## src/hw/rtl/grid_plane_index_generator_macros.svh

```systemverilog
// assertion macros used by the grid plane index generator back end
`ifndef GRID_PLANE_INDEX_GENERATOR_MACROS_SVH
`define GRID_PLANE_INDEX_GENERATOR_MACROS_SVH

// same-cycle implication, checked on clk_i, off during reset
`define GPIG_ASSERT_IMPL(lbl, ante, cons, msg) \
  lbl: assert property (@(posedge clk_i) disable iff (!rst_ni) (ante) |-> (cons)) \
    else $error(msg);

// next-cycle implication, checked on clk_i, off during reset
`define GPIG_ASSERT_NEXT(lbl, ante, cons, msg) \
  lbl: assert property (@(posedge clk_i) disable iff (!rst_ni) (ante) |=> (cons)) \
    else $error(msg);

`endif

```

## src/hw/rtl/gpig_pkg.sv

```systemverilog
// shared types and constants of the grid plane index generator
package gpig_pkg;

  // fixed field widths
  localparam int unsigned COORD_W     = 11;
  localparam int unsigned IDX_W       = 21;
  localparam int unsigned CFG_DATA_W  = 11;
  localparam int unsigned PATCH_W     = 2;

  // default largest cell count per side
  localparam int unsigned MAX_CELLS_DEFAULT = 1024;

  // depth of the descriptor queue between front and back
  localparam int unsigned FIFO_DEPTH = 2;

  // configuration register indexes
  typedef enum logic [1:0] {
    CFG_NUM_CELLS  = 2'd0,
    CFG_PATCH_MODE = 2'd1,
    CFG_ADD_SKIRT  = 2'd2
  } cfg_idx_e;

  // patch mode codes
  localparam logic [PATCH_W-1:0] PM_TRI   = 2'd0;
  localparam logic [PATCH_W-1:0] PM_QUAD  = 2'd1;
  localparam logic [PATCH_W-1:0] PM_PATCH = 2'd2;

  // which index sequence follows a vertex
  typedef enum logic [1:0] {
    IDX_NONE,
    IDX_TRI,
    IDX_QUAD,
    IDX_PATCH
  } idx_kind_e;

  // last result number of each sequence
  localparam logic [3:0] LAST_K_ONE   = 4'd0;
  localparam logic [3:0] LAST_K_TRI   = 4'd5;
  localparam logic [3:0] LAST_K_QUAD  = 4'd3;
  localparam logic [3:0] LAST_K_PATCH = 4'd15;

  // one classified vertex, or a done marker, handed from front to back
  typedef struct packed {
    logic                 done;
    idx_kind_e            kind;
    logic [COORD_W-1:0]   x;
    logic [COORD_W-1:0]   y;
    logic                 skirt;
    logic [IDX_W-1:0]     row_base;
    logic [IDX_W-1:0]     col;
    logic [IDX_W-1:0]     prv_off;
    logic [IDX_W-1:0]     patch_off;
    logic [IDX_W-1:0]     stride;
  } desc_t;

endpackage

```

## src/hw/rtl/grid_plane_index_generator.sv

```systemverilog
// top level of the grid plane index generator: config registers, front, queue, back
//
// Input channel: in_valid_i / in_stall_o with restart_i. Each accepted beat asks for
// one vertex: restart_i = 1 starts the walk at vertex zero, 0 takes the next vertex.
// Result channel: out_valid_o / out_stall_i, one result beat per cycle at most.
// A vertex gives 1, 4, 6 or 16 result beats (no indices, quad, two triangles,
// patch); the last beat of each input carries last_o. An advance past the end of
// the grid gives a single beat with grid_done_o set.
// The first result beat of an input passes the descriptor queue, the active
// descriptor registers and the output register. The back end's result sequencer
// gives one result beat per cycle while out_stall_i is low, and takes the next
// descriptor as it emits the last beat of the current one. The front takes one
// beat a cycle while the two-entry descriptor queue has room, and stalls the input
// only when it is full. When out_stall_i is high the current result beat holds; the
// back end waits and the queue fills, after which in_stall_o rises.
// Reset: num_cells = 1, patch_mode = 0, add_skirt = 0, the walk is finished until a
// restart, and both channels are empty. Config writes go through cfg_we_i,
// cfg_idx_i and cfg_data_i; write only while no results are outstanding.
module grid_plane_index_generator import gpig_pkg::*; #(
  parameter int unsigned MAX_CELLS = MAX_CELLS_DEFAULT
) (
  input  logic                  clk_i,
  input  logic                  rst_ni,
  input  logic                  cfg_we_i,
  input  logic [1:0]            cfg_idx_i,
  input  logic [CFG_DATA_W-1:0] cfg_data_i,
  input  logic                  in_valid_i,
  output logic                  in_stall_o,
  input  logic                  restart_i,
  output logic                  out_valid_o,
  input  logic                  out_stall_i,
  output logic                  has_vertex_o,
  output logic [COORD_W-1:0]    vertex_x_o,
  output logic [COORD_W-1:0]    vertex_y_o,
  output logic                  skirt_o,
  output logic                  index_valid_o,
  output logic [IDX_W-1:0]      vertex_index_o,
  output logic                  last_o,
  output logic                  grid_done_o
);

  logic [CFG_DATA_W-1:0] num_cells_q;
  logic [PATCH_W-1:0]    patch_mode_q;
  logic                  add_skirt_q;

  logic  push, full, pop, head_valid;
  desc_t push_desc, head_desc;

  // configuration registers
  always_ff @(posedge clk_i or negedge rst_ni) begin
    if (!rst_ni) begin
      num_cells_q  <= CFG_DATA_W'(1);
      patch_mode_q <= PM_TRI;
      add_skirt_q  <= 1'b0;
    end else if (cfg_we_i) begin
      case (cfg_idx_i)
        CFG_NUM_CELLS:  num_cells_q  <= cfg_data_i;
        CFG_PATCH_MODE: patch_mode_q <= cfg_data_i[PATCH_W-1:0];
        CFG_ADD_SKIRT:  add_skirt_q  <= cfg_data_i[0];
        default: ;
      endcase
    end
  end

  // walker and classifier
  gpig_front #(
    .MAX_CELLS (MAX_CELLS)
  ) u_front (
    .clk_i        (clk_i),
    .rst_ni       (rst_ni),
    .in_valid_i   (in_valid_i),
    .in_stall_o   (in_stall_o),
    .restart_i    (restart_i),
    .num_cells_i  (num_cells_q),
    .patch_mode_i (patch_mode_q),
    .add_skirt_i  (add_skirt_q),
    .full_i       (full),
    .push_o       (push),
    .desc_o       (push_desc)
  );

  // descriptor queue
  gpig_fifo u_fifo (
    .clk_i   (clk_i),
    .rst_ni  (rst_ni),
    .push_i  (push),
    .data_i  (push_desc),
    .full_o  (full),
    .pop_i   (pop),
    .valid_o (head_valid),
    .data_o  (head_desc)
  );

  // result sequencer
  gpig_back u_back (
    .clk_i          (clk_i),
    .rst_ni         (rst_ni),
    .head_valid_i   (head_valid),
    .head_i         (head_desc),
    .pop_o          (pop),
    .out_valid_o    (out_valid_o),
    .out_stall_i    (out_stall_i),
    .has_vertex_o   (has_vertex_o),
    .vertex_x_o     (vertex_x_o),
    .vertex_y_o     (vertex_y_o),
    .skirt_o        (skirt_o),
    .index_valid_o  (index_valid_o),
    .vertex_index_o (vertex_index_o),
    .last_o         (last_o),
    .grid_done_o    (grid_done_o)
  );

endmodule

```

## src/hw/rtl/gpig_front.sv

```systemverilog
// front part: grid walker that accepts input beats and classifies each vertex
module gpig_front import gpig_pkg::*; #(
  parameter int unsigned MAX_CELLS = MAX_CELLS_DEFAULT
) (
  input  logic                  clk_i,
  input  logic                  rst_ni,
  input  logic                  in_valid_i,
  output logic                  in_stall_o,
  input  logic                  restart_i,
  input  logic [CFG_DATA_W-1:0] num_cells_i,
  input  logic [PATCH_W-1:0]    patch_mode_i,
  input  logic                  add_skirt_i,
  input  logic                  full_i,
  output logic                  push_o,
  output desc_t                 desc_o
);

  localparam int unsigned CNT_W = $clog2(MAX_CELLS + 4);

  logic [CNT_W-1:0]   col_q, col_d, row_q, row_d;
  logic [1:0]         col_m3_q, col_m3_d, row_m3_q, row_m3_d;
  logic               fin_q, fin_d;

  logic               accept;
  logic [CNT_W-1:0]   n, count, outer, w, h, wm1, hm1, w_inc, h_inc;
  logic [1:0]         wm3, hm3;
  logic               fin, is_done;
  logic [2*CNT_W-1:0] prod;
  logic [IDX_W-1:0]   cnt_x;

  assign accept     = in_valid_i && !full_i;
  assign in_stall_o = full_i;
  assign push_o     = accept;

  // effective cell count and row stride
  always_comb begin
    if (num_cells_i == '0) begin
      n = CNT_W'(1);
    end else if (32'(num_cells_i) > 32'(MAX_CELLS)) begin
      n = CNT_W'(MAX_CELLS);
    end else begin
      n = CNT_W'(num_cells_i);
    end
  end
  assign count = n + CNT_W'(add_skirt_i ? 3 : 1);
  assign outer = n + CNT_W'(2);

  // position of this beat, restart takes vertex zero
  assign w       = restart_i ? '0 : col_q;
  assign h       = restart_i ? '0 : row_q;
  assign wm3     = restart_i ? '0 : col_m3_q;
  assign hm3     = restart_i ? '0 : row_m3_q;
  assign fin     = restart_i ? 1'b0 : fin_q;
  assign is_done = fin || (h >= count) || (w >= count);
  assign wm1     = w - CNT_W'(1);
  assign hm1     = h - CNT_W'(1);
  assign w_inc   = w + CNT_W'(1);
  assign h_inc   = h + CNT_W'(1);

  // row base product
  assign prod  = {{CNT_W{1'b0}}, h} * {{CNT_W{1'b0}}, count};
  assign cnt_x = IDX_W'(count);

  // classify the vertex
  always_comb begin
    desc_o.done      = is_done;
    desc_o.row_base  = IDX_W'(prod);
    desc_o.col       = IDX_W'(w);
    desc_o.prv_off   = cnt_x - IDX_W'(w);
    desc_o.patch_off = (cnt_x << 1) + cnt_x + IDX_W'(3) - IDX_W'(w);
    desc_o.stride    = cnt_x;
    if (add_skirt_i) begin
      desc_o.x     = (w == '0) ? '0 : COORD_W'((wm1 > n) ? n : wm1);
      desc_o.y     = (h == '0) ? '0 : COORD_W'((hm1 > n) ? n : hm1);
      desc_o.skirt = (w == '0) || (h == '0) || (w == outer) || (h == outer);
    end else begin
      desc_o.x     = COORD_W'(w);
      desc_o.y     = COORD_W'(h);
      desc_o.skirt = 1'b0;
    end
    desc_o.kind = IDX_NONE;
    if ((w != '0) && (h != '0)) begin
      case (patch_mode_i)
        PM_TRI:   desc_o.kind = IDX_TRI;
        PM_QUAD:  desc_o.kind = IDX_QUAD;
        PM_PATCH: desc_o.kind = ((wm3 == 2'd0) && (hm3 == 2'd0)) ? IDX_PATCH : IDX_NONE;
        default:  desc_o.kind = IDX_NONE;
      endcase
    end
  end

  // walker advance
  always_comb begin
    col_d    = col_q;
    row_d    = row_q;
    col_m3_d = col_m3_q;
    row_m3_d = row_m3_q;
    fin_d    = fin_q;
    if (accept) begin
      col_d    = w;
      row_d    = h;
      col_m3_d = wm3;
      row_m3_d = hm3;
      fin_d    = fin;
      if (is_done) begin
        fin_d = 1'b1;
      end else begin
        col_d    = w_inc;
        col_m3_d = (wm3 == 2'd2) ? 2'd0 : wm3 + 2'd1;
        if (w_inc >= count) begin
          col_d    = '0;
          col_m3_d = 2'd0;
          row_d    = h_inc;
          row_m3_d = (hm3 == 2'd2) ? 2'd0 : hm3 + 2'd1;
          if (h_inc >= count) begin
            row_d    = '0;
            row_m3_d = 2'd0;
            fin_d    = 1'b1;
          end
        end
      end
    end
  end

  // walker state
  always_ff @(posedge clk_i or negedge rst_ni) begin
    if (!rst_ni) begin
      col_q    <= '0;
      row_q    <= '0;
      col_m3_q <= 2'd0;
      row_m3_q <= 2'd0;
      fin_q    <= 1'b1;
    end else begin
      col_q    <= col_d;
      row_q    <= row_d;
      col_m3_q <= col_m3_d;
      row_m3_q <= row_m3_d;
      fin_q    <= fin_d;
    end
  end

endmodule

```

## src/hw/rtl/gpig_fifo.sv

```systemverilog
// short descriptor queue between front and back
module gpig_fifo import gpig_pkg::*; (
  input  logic  clk_i,
  input  logic  rst_ni,
  input  logic  push_i,
  input  desc_t data_i,
  output logic  full_o,
  input  logic  pop_i,
  output logic  valid_o,
  output desc_t data_o
);

  localparam int unsigned PTR_W = (FIFO_DEPTH > 1) ? $clog2(FIFO_DEPTH) : 1;
  localparam int unsigned CNT_W = $clog2(FIFO_DEPTH + 1);

  desc_t            mem_q [FIFO_DEPTH];
  logic [PTR_W-1:0] wr_q, wr_d, rd_q, rd_d;
  logic [CNT_W-1:0] cnt_q, cnt_d;

  assign full_o  = (cnt_q == CNT_W'(FIFO_DEPTH));
  assign valid_o = (cnt_q != '0);
  assign data_o  = mem_q[rd_q];

  // pointer and fill count update
  always_comb begin
    wr_d  = wr_q;
    rd_d  = rd_q;
    cnt_d = cnt_q;
    if (push_i) begin
      wr_d = (wr_q == PTR_W'(FIFO_DEPTH - 1)) ? '0 : wr_q + PTR_W'(1);
    end
    if (pop_i) begin
      rd_d = (rd_q == PTR_W'(FIFO_DEPTH - 1)) ? '0 : rd_q + PTR_W'(1);
    end
    if (push_i && !pop_i) begin
      cnt_d = cnt_q + CNT_W'(1);
    end else if (pop_i && !push_i) begin
      cnt_d = cnt_q - CNT_W'(1);
    end
  end

  always_ff @(posedge clk_i or negedge rst_ni) begin
    if (!rst_ni) begin
      wr_q  <= '0;
      rd_q  <= '0;
      cnt_q <= '0;
    end else begin
      wr_q  <= wr_d;
      rd_q  <= rd_d;
      cnt_q <= cnt_d;
    end
  end

  // storage
  always_ff @(posedge clk_i) begin
    if (push_i) begin
      mem_q[wr_q] <= data_i;
    end
  end

endmodule

```

## src/hw/rtl/gpig_back.sv

```systemverilog
// back part: expands each descriptor into result beats through an output register
module gpig_back import gpig_pkg::*; (
  input  logic               clk_i,
  input  logic               rst_ni,
  input  logic               head_valid_i,
  input  desc_t              head_i,
  output logic               pop_o,
  output logic               out_valid_o,
  input  logic               out_stall_i,
  output logic               has_vertex_o,
  output logic [COORD_W-1:0] vertex_x_o,
  output logic [COORD_W-1:0] vertex_y_o,
  output logic               skirt_o,
  output logic               index_valid_o,
  output logic [IDX_W-1:0]   vertex_index_o,
  output logic               last_o,
  output logic               grid_done_o
);

`include "grid_plane_index_generator_macros.svh"

  // active descriptor
  logic               act_valid_q, act_valid_d;
  logic               act_done_q;
  idx_kind_e          act_kind_q;
  logic [COORD_W-1:0] act_x_q, act_y_q;
  logic               act_skirt_q;
  logic [IDX_W-1:0]   stride_q, cur_q, prv_q, rowp_q, rowp_d;
  logic [3:0]         k_q, k_d;

  // output register
  logic               out_valid_q, out_valid_d;
  logic               out_hv_q, out_skirt_q, out_iv_q, out_last_q, out_done_q;
  logic [COORD_W-1:0] out_x_q, out_y_q;
  logic [IDX_W-1:0]   out_idx_q;

  logic               emit, is_last, hv, iv;
  logic [3:0]         last_k;
  logic [IDX_W-1:0]   idx;

  // length of the active sequence
  always_comb begin
    if (act_done_q) begin
      last_k = LAST_K_ONE;
    end else begin
      case (act_kind_q)
        IDX_TRI:   last_k = LAST_K_TRI;
        IDX_QUAD:  last_k = LAST_K_QUAD;
        IDX_PATCH: last_k = LAST_K_PATCH;
        default:   last_k = LAST_K_ONE;
      endcase
    end
  end

  assign is_last = (k_q == last_k);
  assign emit    = act_valid_q && (!out_valid_q || !out_stall_i);
  assign pop_o   = head_valid_i && (!act_valid_q || (emit && is_last));
  assign hv      = !act_done_q && (k_q == 4'd0);
  assign iv      = !act_done_q && (act_kind_q != IDX_NONE);

  // index of this result
  always_comb begin
    case (act_kind_q)
      IDX_TRI: begin
        case (k_q)
          4'd0, 4'd5: idx = cur_q;
          4'd1:       idx = cur_q - IDX_W'(1);
          4'd2, 4'd3: idx = prv_q - IDX_W'(1);
          default:    idx = prv_q;
        endcase
      end
      IDX_QUAD: begin
        case (k_q)
          4'd0:    idx = cur_q;
          4'd1:    idx = cur_q - IDX_W'(1);
          4'd2:    idx = prv_q - IDX_W'(1);
          default: idx = prv_q;
        endcase
      end
      IDX_PATCH: idx = rowp_q + IDX_W'(k_q[1:0]);
      default:   idx = '0;
    endcase
  end

  // sequencer next state
  always_comb begin
    act_valid_d = act_valid_q;
    k_d         = k_q;
    rowp_d      = rowp_q;
    if (emit) begin
      k_d = k_q + 4'd1;
      if (is_last) begin
        act_valid_d = 1'b0;
      end
      if ((act_kind_q == IDX_PATCH) && (k_q[1:0] == 2'd3)) begin
        rowp_d = rowp_q + stride_q;
      end
    end
    if (pop_o) begin
      act_valid_d = 1'b1;
      k_d         = 4'd0;
      rowp_d      = head_i.row_base - head_i.patch_off;
    end
    out_valid_d = emit ? 1'b1 : (out_stall_i ? out_valid_q : 1'b0);
  end

  // control registers
  always_ff @(posedge clk_i or negedge rst_ni) begin
    if (!rst_ni) begin
      act_valid_q <= 1'b0;
      k_q         <= 4'd0;
      out_valid_q <= 1'b0;
    end else begin
      act_valid_q <= act_valid_d;
      k_q         <= k_d;
      out_valid_q <= out_valid_d;
    end
  end

  // descriptor load and index bases
  always_ff @(posedge clk_i) begin
    rowp_q <= rowp_d;
    if (pop_o) begin
      act_done_q  <= head_i.done;
      act_kind_q  <= head_i.kind;
      act_x_q     <= head_i.x;
      act_y_q     <= head_i.y;
      act_skirt_q <= head_i.skirt;
      stride_q    <= head_i.stride;
      cur_q       <= head_i.row_base + head_i.col;
      prv_q       <= head_i.row_base - head_i.prv_off;
    end
  end

  // result beat payload
  always_ff @(posedge clk_i) begin
    if (emit) begin
      out_hv_q    <= hv;
      out_x_q     <= hv ? act_x_q : '0;
      out_y_q     <= hv ? act_y_q : '0;
      out_skirt_q <= hv && act_skirt_q;
      out_iv_q    <= iv;
      out_idx_q   <= iv ? idx : '0;
      out_last_q  <= is_last;
      out_done_q  <= act_done_q;
    end
  end

  assign out_valid_o    = out_valid_q;
  assign has_vertex_o   = out_hv_q;
  assign vertex_x_o     = out_x_q;
  assign vertex_y_o     = out_y_q;
  assign skirt_o        = out_skirt_q;
  assign index_valid_o  = out_iv_q;
  assign vertex_index_o = out_idx_q;
  assign last_o         = out_last_q;
  assign grid_done_o    = out_done_q;

  // checks
  `GPIG_ASSERT_IMPL(a_vertex_not_done, out_valid_q && out_hv_q, !out_done_q, "vertex beat marked done")
  `GPIG_ASSERT_IMPL(a_done_is_last, out_valid_q && out_done_q, out_last_q, "done beat not last")
  `GPIG_ASSERT_NEXT(a_active_holds, emit && !is_last, act_valid_q, "sequence dropped early")
  `GPIG_ASSERT_IMPL(a_k_in_range, act_valid_q, k_q <= last_k, "result counter past sequence end")

endmodule
```

## config.mk

```make
export PLATFORM = sky130hd
export DESIGN_NAME = grid_plane_index_generator
export DESIGN_NICKNAME = d
export VERILOG_FILES = /design/src/hw/rtl/gpig_pkg.sv /design/src/hw/rtl/grid_plane_index_generator.sv /design/src/hw/rtl/gpig_front.sv /design/src/hw/rtl/gpig_fifo.sv /design/src/hw/rtl/gpig_back.sv
export VERILOG_INCLUDE_DIRS = /design/src /design/src/hw/rtl
export SDC_FILE = /design/constraint.sdc
export NUM_CORES = 1
export LEC_CHECK = 0
export ABC_CLOCK_PERIOD_IN_PS = 16900
export BUFFER_PORTS_ARGS = -buffer_cell sky130_fd_sc_hd__buf_4
export CORE_ASPECT_RATIO = 0.5
export CORE_UTILIZATION = 60
export CTS_CLUSTER_DIAMETER = 30
export CTS_CLUSTER_SIZE = 40
export DETAILED_ROUTE_END_ITERATION = 16
export HOLD_SLACK_MARGIN = 0.03
export MAX_ROUTING_LAYER = met4
export PLACE_DENSITY = 0.75
export SLEW_MARGIN = 20
export SYNTH_ARGS = -nofsm -noshare
export SYNTH_HDL_FRONTEND = slang
export SYNTH_SLANG_ARGS = --single-unit
```

## constraint.sdc

```tcl
create_clock -name clk_i -period 16.9 [get_ports clk_i]
set_input_delay 1.69 -clock clk_i [delete_from_list [all_inputs] [get_ports clk_i]]
set_output_delay 1.69 -clock clk_i [all_outputs]
set_load 0.02 [all_outputs]
```

==> results of run 1 <==
## power by group
group          internal, W  switching [W]
registers          0.00160       0.000181
logic              0.00120        0.00191
clock network     0.000720       0.000542
total              0.00352        0.00263
## synthesized netlist by cell type, types with 11 or more instances
master,number
a211oi_1,14
a21o_1,29
a21oi_1,130
a221oi_1,13
a22oi_1,11
a31oi_1,23
and2_1,43
and3_1,25
buf_1,13
clkbuf_1,75
dfrtp_1,49
edfxtp_1,352
fa_1,88
ha_1,245
inv_1,211
mux2_2,75
mux2i_1,43
nand2_1,241
nand2b_1,30
nand3_1,66
nand4_1,27
nor2_1,219
nor2b_1,36
nor3_1,59
nor4_1,23
o211ai_1,20
o21a_1,29
o21ai_0,123
o21bai_1,15
o221ai_1,18
o22ai_1,17
or3_1,22
xnor2_1,152
xor2_1,61
## routing by layer
layer | routed length, um | share of wire
met2 | 33500 | 0.43
met3 | 6716 | 0.086
met5 | 0 | 0
met1 | 35870 | 0.46
met4 | 1795 | 0.023
## worst max-delay path, cell delays in order, from the launching register on
cell	delay, ps
dfrtp_1	500
nor4_1	320
nand3_1	130
a21oi_1	160
buf_4	280
fa_1	250
nand3_1	150
nor2_1	230
a31o_2	460
clkinv_1	540
nor2_1	270
fa_1	470
fa_1	530
fa_1	460
fa_1	520
inv_1	50
fa_1	480
inv_1	50
ha_1	340
and2_1	180
o21ai_0	190
o31ai_1	120
o41ai_1	580
o2111ai_1	220
a21oi_1	210
xnor2_1	90
## metrics by stage
stage                     worst slack, ps  power [W]  utilization  hold slack [ps]
after floorplan                      9607   0.003973            -            439.1
after global placement               9010   0.004735       0.6375            461.7
after detailed placement             8727   0.004816       0.6375            468.3
after CTS                            8930   0.006105       0.6826            489.7
after global routing                 8445   0.006503       0.6826            505.8
final                                8844   0.006152       0.6826            489.3
## cells by family (layout without fill, tap and decap cells)
group | count (synthesis) | in the layout
and+or+nand+nor | 832 | 832
AOI/OAI and AO/OA | 555 | 555
DFF | 403 | 403
adders and majority gates | 333 | 333
buffers and inverters | 323 | 438
xor gates and xnor gates | 214 | 214
muxes | 118 | 118
other | 0 | 1
## worst max-delay path by stage
| stage | slack [ps] | startpoint | end |
|---|---|---|---|
| 2_1_floorplan | 9610 | num_cells_q[5] | u_fifo.mem_q[0][83] |
| 3_3_place_gp | 9010 | restart_i | u_fifo.mem_q[0][83] |
| 3_5_place_dp | 8730 | restart_i | u_fifo.mem_q[0][83] |
| 4_1_cts | 8930 | num_cells_q[6] | u_fifo.mem_q[0][83] |
| 5_1_grt | 8440 | num_cells_q[6] | u_fifo.mem_q[1][83] |
| 6_report | 8840 | num_cells_q[6] | u_fifo.mem_q[1][83] |
## registers in the layout (all words and copies together), names as in the netlist, 21 cells and up
signal and cells:
u_back.prv_q 21, u_back.rowp_q 21, u_back.cur_q 21, u_fifo.mem_q 204, u_back.vertex_index_o 21
## area by class of cell
class                      instances  area (um2)
fill                            3544       14920
clock inverter                    49       661.9
sequential                       403       11850
antenna                            1       2.502
tap                              638       798.3
clock buffer                      59        1455
timing repair buffer             105       788.3
inverter                         225       847.1
multi-input combinational       2052       15690
==> impl_metrics.json, run 1 <==
{
  "ys_types": 87,
  "final_nets": 3196,
  "gr-usage-met2": 0.4728,
  "yosysTopAreaCellShare": 0.3679,
  "cts.htree.levels": 2,
  "setup_viol": 0,
  "synth_xor_area_frac": 0.06550,
  "holdCritStartpoint": "u_back.act_valid_q",
  "yosys_warnings": 0,
  "clock_skew_ps": 49.60,
  "portBuffers": 68,
  "rsz0062_at_grt": "false",
  "yosys-top-cells-area": "edfxtp_1 (37%), ha_1 (11%), fa_1 (6.1%)",
  "timing.rr.start": "num_cells_q[6]",
  "yosysTopAreaCell": "edfxtp_1",
  "fin_crit_sh": 0.4767,
  "design_area_um2": 32090,
  "rrSetupSlack_ps": 8840,
  "synth_fa_ha_area_frac": 0.1680,
  "synth.ff_latch_count": 403,
  "muxShareOfSynthArea": 0.04438,
  "first_global_vias": 20766,
  "critPathRequiredTime_ps": 17250,
  "final_common_cell": "edfxtp_1",
  "hold_path_class": "reg -> reg",
  "post_synth.cell_area_avg_um2": 10.34,
  "fin_setup_tns_ps": 0,
  "synth_compound_area_frac": 0.1290,
  "relSlewSlack": 0.2670,
  "seq_area_frac_synth": 0.4124,
  "ys_async_sr_fraction": 0.1266,
  "worst_r2r_path_depth": 25,
  "synth_area_um2": 28730,
  "powerDensity_nw_per_um2": 191.7,
  "vias_per_cell": 6.236,
  "grt_start_max_net_pins": 81,
  "start_util": 0.6111,
  "die_area_um2": 48820,
  "hpwl_mm": 57.97,
  "synth_ff_type": "edfxtp_1",
  "clkSlewWorstSetupHoldPaths_ps": 60,
  "post_cts_buffers": 0,
  "busiest_layer": "met2",
  "synth_edf_count": 352,
  "worst_setup_path_start_kind": "flop",
  "dpl-instance-area_um2": 29970,
  "use_met3": 0.05672,
  "slew_violations": 0,
  "core.rowCount": 56,
  "use_met1": 0.4691,
  "area_growth_syn_to_layout_pct": 11.70,
  "ctsResizeCount": 0,
  "antenna_left": 0,
  "root_buffer": "clkbuf_16",
  "r2r_end": "u_fifo.mem_q[1][83]",
  "cts.sink_count": 403,
  "critPathMaxFanout": 14,
  "gp_congestion": 0.9794,
  "wirelength_mm": 77.89,
  "hold_viol": 0,
  "hold_end": "u_back.out_valid_o",
  "antenna_found_initial": 1,
  "crit_arrival_ps": 8400,
  "syn-num-nets": 3130,
  "fmax_ghz": 0.1241,
  "layout_min_cycle_time_ps": 8056,
  "leakagePower_nw": 13.17,
  "drt_first_pass_iters": 6,
  "cts_tree": "yes",
  "wl_per_cell_um": 22.05,
  "grt-ovfl-total": 0,
  "vdd_drop_max_uv": 125.5,
  "yosys.area_share.simple": 0.1380,
  "insertion_delay_ps": 630,
  "chipHeight_um": 156.7,
  "vias": 22026,
  "cts_buffers": 57,
  "synth_top_family_by_area": "adder cells",
  "grt_usage": 0.3254,
  "clockBufferDepth": 3,
  "worst_pin_slew_ps": 1098,
  "status": "complete, no violations",
  "die_w_um": 311.5,
  "io_pins": 69,
  "drt_iter0_markers": 2279,
  "postSynthCellCount": 2778,
  "dpl.cell_count": 3423,
  "final_cells": 3532,
  "core_um2": 47020,
  "end_kind": "flop",
  "final_cell_mix": "edfxtp_1 (352), ha_1 (245), nand2_1 (241)",
  "critPathKind": "reg -> reg",
  "ctsHoldBuffers": 0,
  "min_path_cells": 1,
  "route.detailed.drc": 0,
  "drive_gt1_frac": 0.1130,
  "drv_cap": 0,
  "grt_first_pass_wirelength_mm": 119.4
}
No activity file was read; power rests on OpenSTA's default activity.
==> inputs of run 2 (changes only) <==
--- a/config.mk
+++ b/config.mk
@@ -6,7 +6,8 @@
 export SDC_FILE = /design/constraint.sdc
 export NUM_CORES = 1
 export LEC_CHECK = 0
-export ABC_CLOCK_PERIOD_IN_PS = 16900
+export ABC_AREA = 1
+export ABC_CLOCK_PERIOD_IN_PS = 7800
 export BUFFER_PORTS_ARGS = -buffer_cell sky130_fd_sc_hd__buf_4
 export CORE_ASPECT_RATIO = 0.5
 export CORE_UTILIZATION = 60
==> constraint.sdc (replaced) <==
create_clock -name clk_i -period 7.8 [get_ports clk_i]
set_input_delay 0.78 -clock clk_i [delete_from_list [all_inputs] [get_ports clk_i]]
set_output_delay 0.78 -clock clk_i [all_outputs]
set_load 0.02 [all_outputs]
==> impl_metrics.json, run 2 <==
{
  "root_buffer": "clkbuf_16",
  "antenna_left": 0,
  "max_stage_delay_ps": 540,
  "yosysTopAreaCellShare": 0.3571,
  "synth_ff_type": "edfxtp_1",
  "rsz0062_at_grt": "false",
  "drt_iter0_markers": 2965,
  "antenna_found_initial": 2,
  "synthTopCellsByCount": "nand2_1 (774), inv_1 (434), edfxtp_1 (352)",
  "die_w_um": 316.1,
  "wl_per_cell_um": 21.21,
  "ctsResizeCount": 0,
  "fin_crit_sh": 0.9252,
  "critPathKind": "reg -> reg",
  "crit_family": "adder cells",
  "design_area_um2": 33150,
  "crit_path_top_delay_cell": "fa_1",
  "end_kind": "flop",
  "drive_gt1_frac": 0.08973,
  "worst_pin_slew_ps": 1146,
  "yosysTopAreaCell": "edfxtp_1",
  "drv_cap": 0,
  "dpl-instance-area_um2": 30950,
  "final_common_cell": "nand2_1",
  "ys_async_sr_fraction": 0.1266,
  "vias_per_cell": 5.918,
  "fmax_ghz": 0.1386,
  "clock_skew_ps": 45.09,
  "powerDensity_nw_per_um2": 476.4,
  "worst_setup_path_start_kind": "flop",
  "setup_viol": 0,
  "area_growth_syn_to_layout_pct": 12.01,
  "path_depth": 30,
  "grt_usage": 0.3673,
  "hpwl_mm": 66.82,
  "cts.htree.levels": 2,
  "syn-num-nets": 3767,
  "chipHeight_um": 159.1,
  "clockBufferDepth": 3,
  "final_cell_mix": "nand2_1 (774), inv_1 (431), edfxtp_1 (352)",
  "worst_slack_ps": 583.5,
  "status": "complete, no violations",
  "yosysMostFrequentCell": "nand2_1",
  "critPathRequiredTime_ps": 8140,
  "rrSetupSlack_ps": 580,
  "portBuffers": 68,
  "insertion_delay_ps": 640,
  "vias": 24885,
  "fin_setup_tns_ps": 0,
  "cts_tree": "yes",
  "route.detailed.drc": 0,
  "hold_path_class": "in -> async",
  "post_synth.cell_area_avg_um2": 8.667,
  "vdd_drop_max_uv": 296.4,
  "relSlewSlack": 0.2354,
  "postSynthCellCount": 3415,
  "start_util": 0.6085,
  "synth_area_um2": 29600,
  "core_um2": 48640,
  "ctsHoldBuffers": 0,
  "dpl.cell_count": 4094,
  "first_global_vias": 24017,
  "grt-ovfl-total": 0,
  "yosys_warnings": 0,
  "grt_first_pass_wirelength_mm": 137.2,
  "max_flop_register": "u_fifo.mem_q",
  "dp_slack_ps": 385.3,
  "drt_first_pass_iters": 6,
  "core.rowCount": 57,
  "hold_viol": 0,
  "slew_violations": 0,
  "synth.ff_latch_count": 403,
  "cts_buffers": 59,
  "worst_r2r_path_depth": 30,
  "fin_util": 0.6816,
  "layout_min_cycle_time_ps": 7217,
  "synth_edf_count": 352,
  "io_pins": 69,
  "critPathMaxFanout": 13,
  "wirelength_mm": 89.20,
  "crit_arrival_ps": 7560,
  "cts.sink_count": 403,
  "yosys-top-cells-area": "edfxtp_1 (36%), ha_1 (10%), nand2_1 (9.8%)",
  "leakagePower_nw": 15.22,
  "seq_area_frac_synth": 0.4003,
  "final_cells": 4205,
  "clkSlewWorstSetupHoldPaths_ps": 60,
  "gp_congestion": 1.023,
  "path_buf_inv": 7,
  "final_nets": 3858,
  "ys_types": 65,
  "post_cts_buffers": 0,
  "grt_start_max_net_pins": 71,
  "die_area_um2": 50280,
  "largest_reg_flops": 204
}
[run 2: cell count changes in the layout (fill, tap and decap cells not counted), sizes merged, moves of 69 or more]
cell,previous run,this run
nand3,66,179
xnor2,153,40
nand2,243,781
mux2,75,3
xor2,61,133
inv,233,478
nor2,219,294
a21oi,130,199
[run 2: where the power goes]
| part | internal (W) | switching (W) | total, W |
|---|---|---|---|
| Clock | 0.00167 | 0.00120 | 0.00287 |
| Sequential | 0.00384 | 0.000516 | 0.00435 |
| Combinational | 0.00272 | 0.00586 | 0.00858 |
[run 2: cell type report]
class	instances	area (um2)
fill	3862	15490
sequential	403	11850
multi-input combinational	2463	15700
antenna	1	2.502
clock buffer	66	1565
timing repair buffer	116	870.8
inverter	463	1742
clock inverter	44	610.6
tap	649	812.0
[run 2: cells by family after synthesis]
group / Yosys count / synth area share
AO/OA/AOI/OAI: 535 / 0.1034
XOR/XNOR: 173 / 0.05284
adder cells (fa/ha/maj): 333 / 0.1631
buffers and inverters: 549 / 0.07119
flip-flops: 403 / 0.4003
multiplexers: 32 / 0.01095
AND/OR/NAND/NOR: 1390 / 0.1983
[run 2: worst paths after layout]
check	from	to
max	num_cells_q[6]	u_fifo.mem_q[0][82]
min	rst_ni	u_back.k_q[1]
max reg2reg	num_cells_q[6]	u_fifo.mem_q[0][82]
min reg2reg	u_front.row_q[8]	u_front.row_q[8]
max in group asynchronous	rst_ni	u_front.row_q[0]
min in group clk_i	out_stall_i	u_back.out_valid_o
[run 2: per-layer routing]
layer	routed length (um)	GRT usage	up-vias
met5	0	-	-
met4	2789	0.1063	0
met3	7640	0.04988	206
met2	40540	0.5751	1194
met1	38230	0.5003	11805
li1	-	-	11680
[run 2: metrics by stage]
step	hold WS [ps]	total power, W
finish	202.7	0.01580
CTS	222.0	0.01560
floorplan	448.9	0.01007
global route	245.4	0.01680
detailed placement	465.9	0.01266
global placement	462.1	0.01245
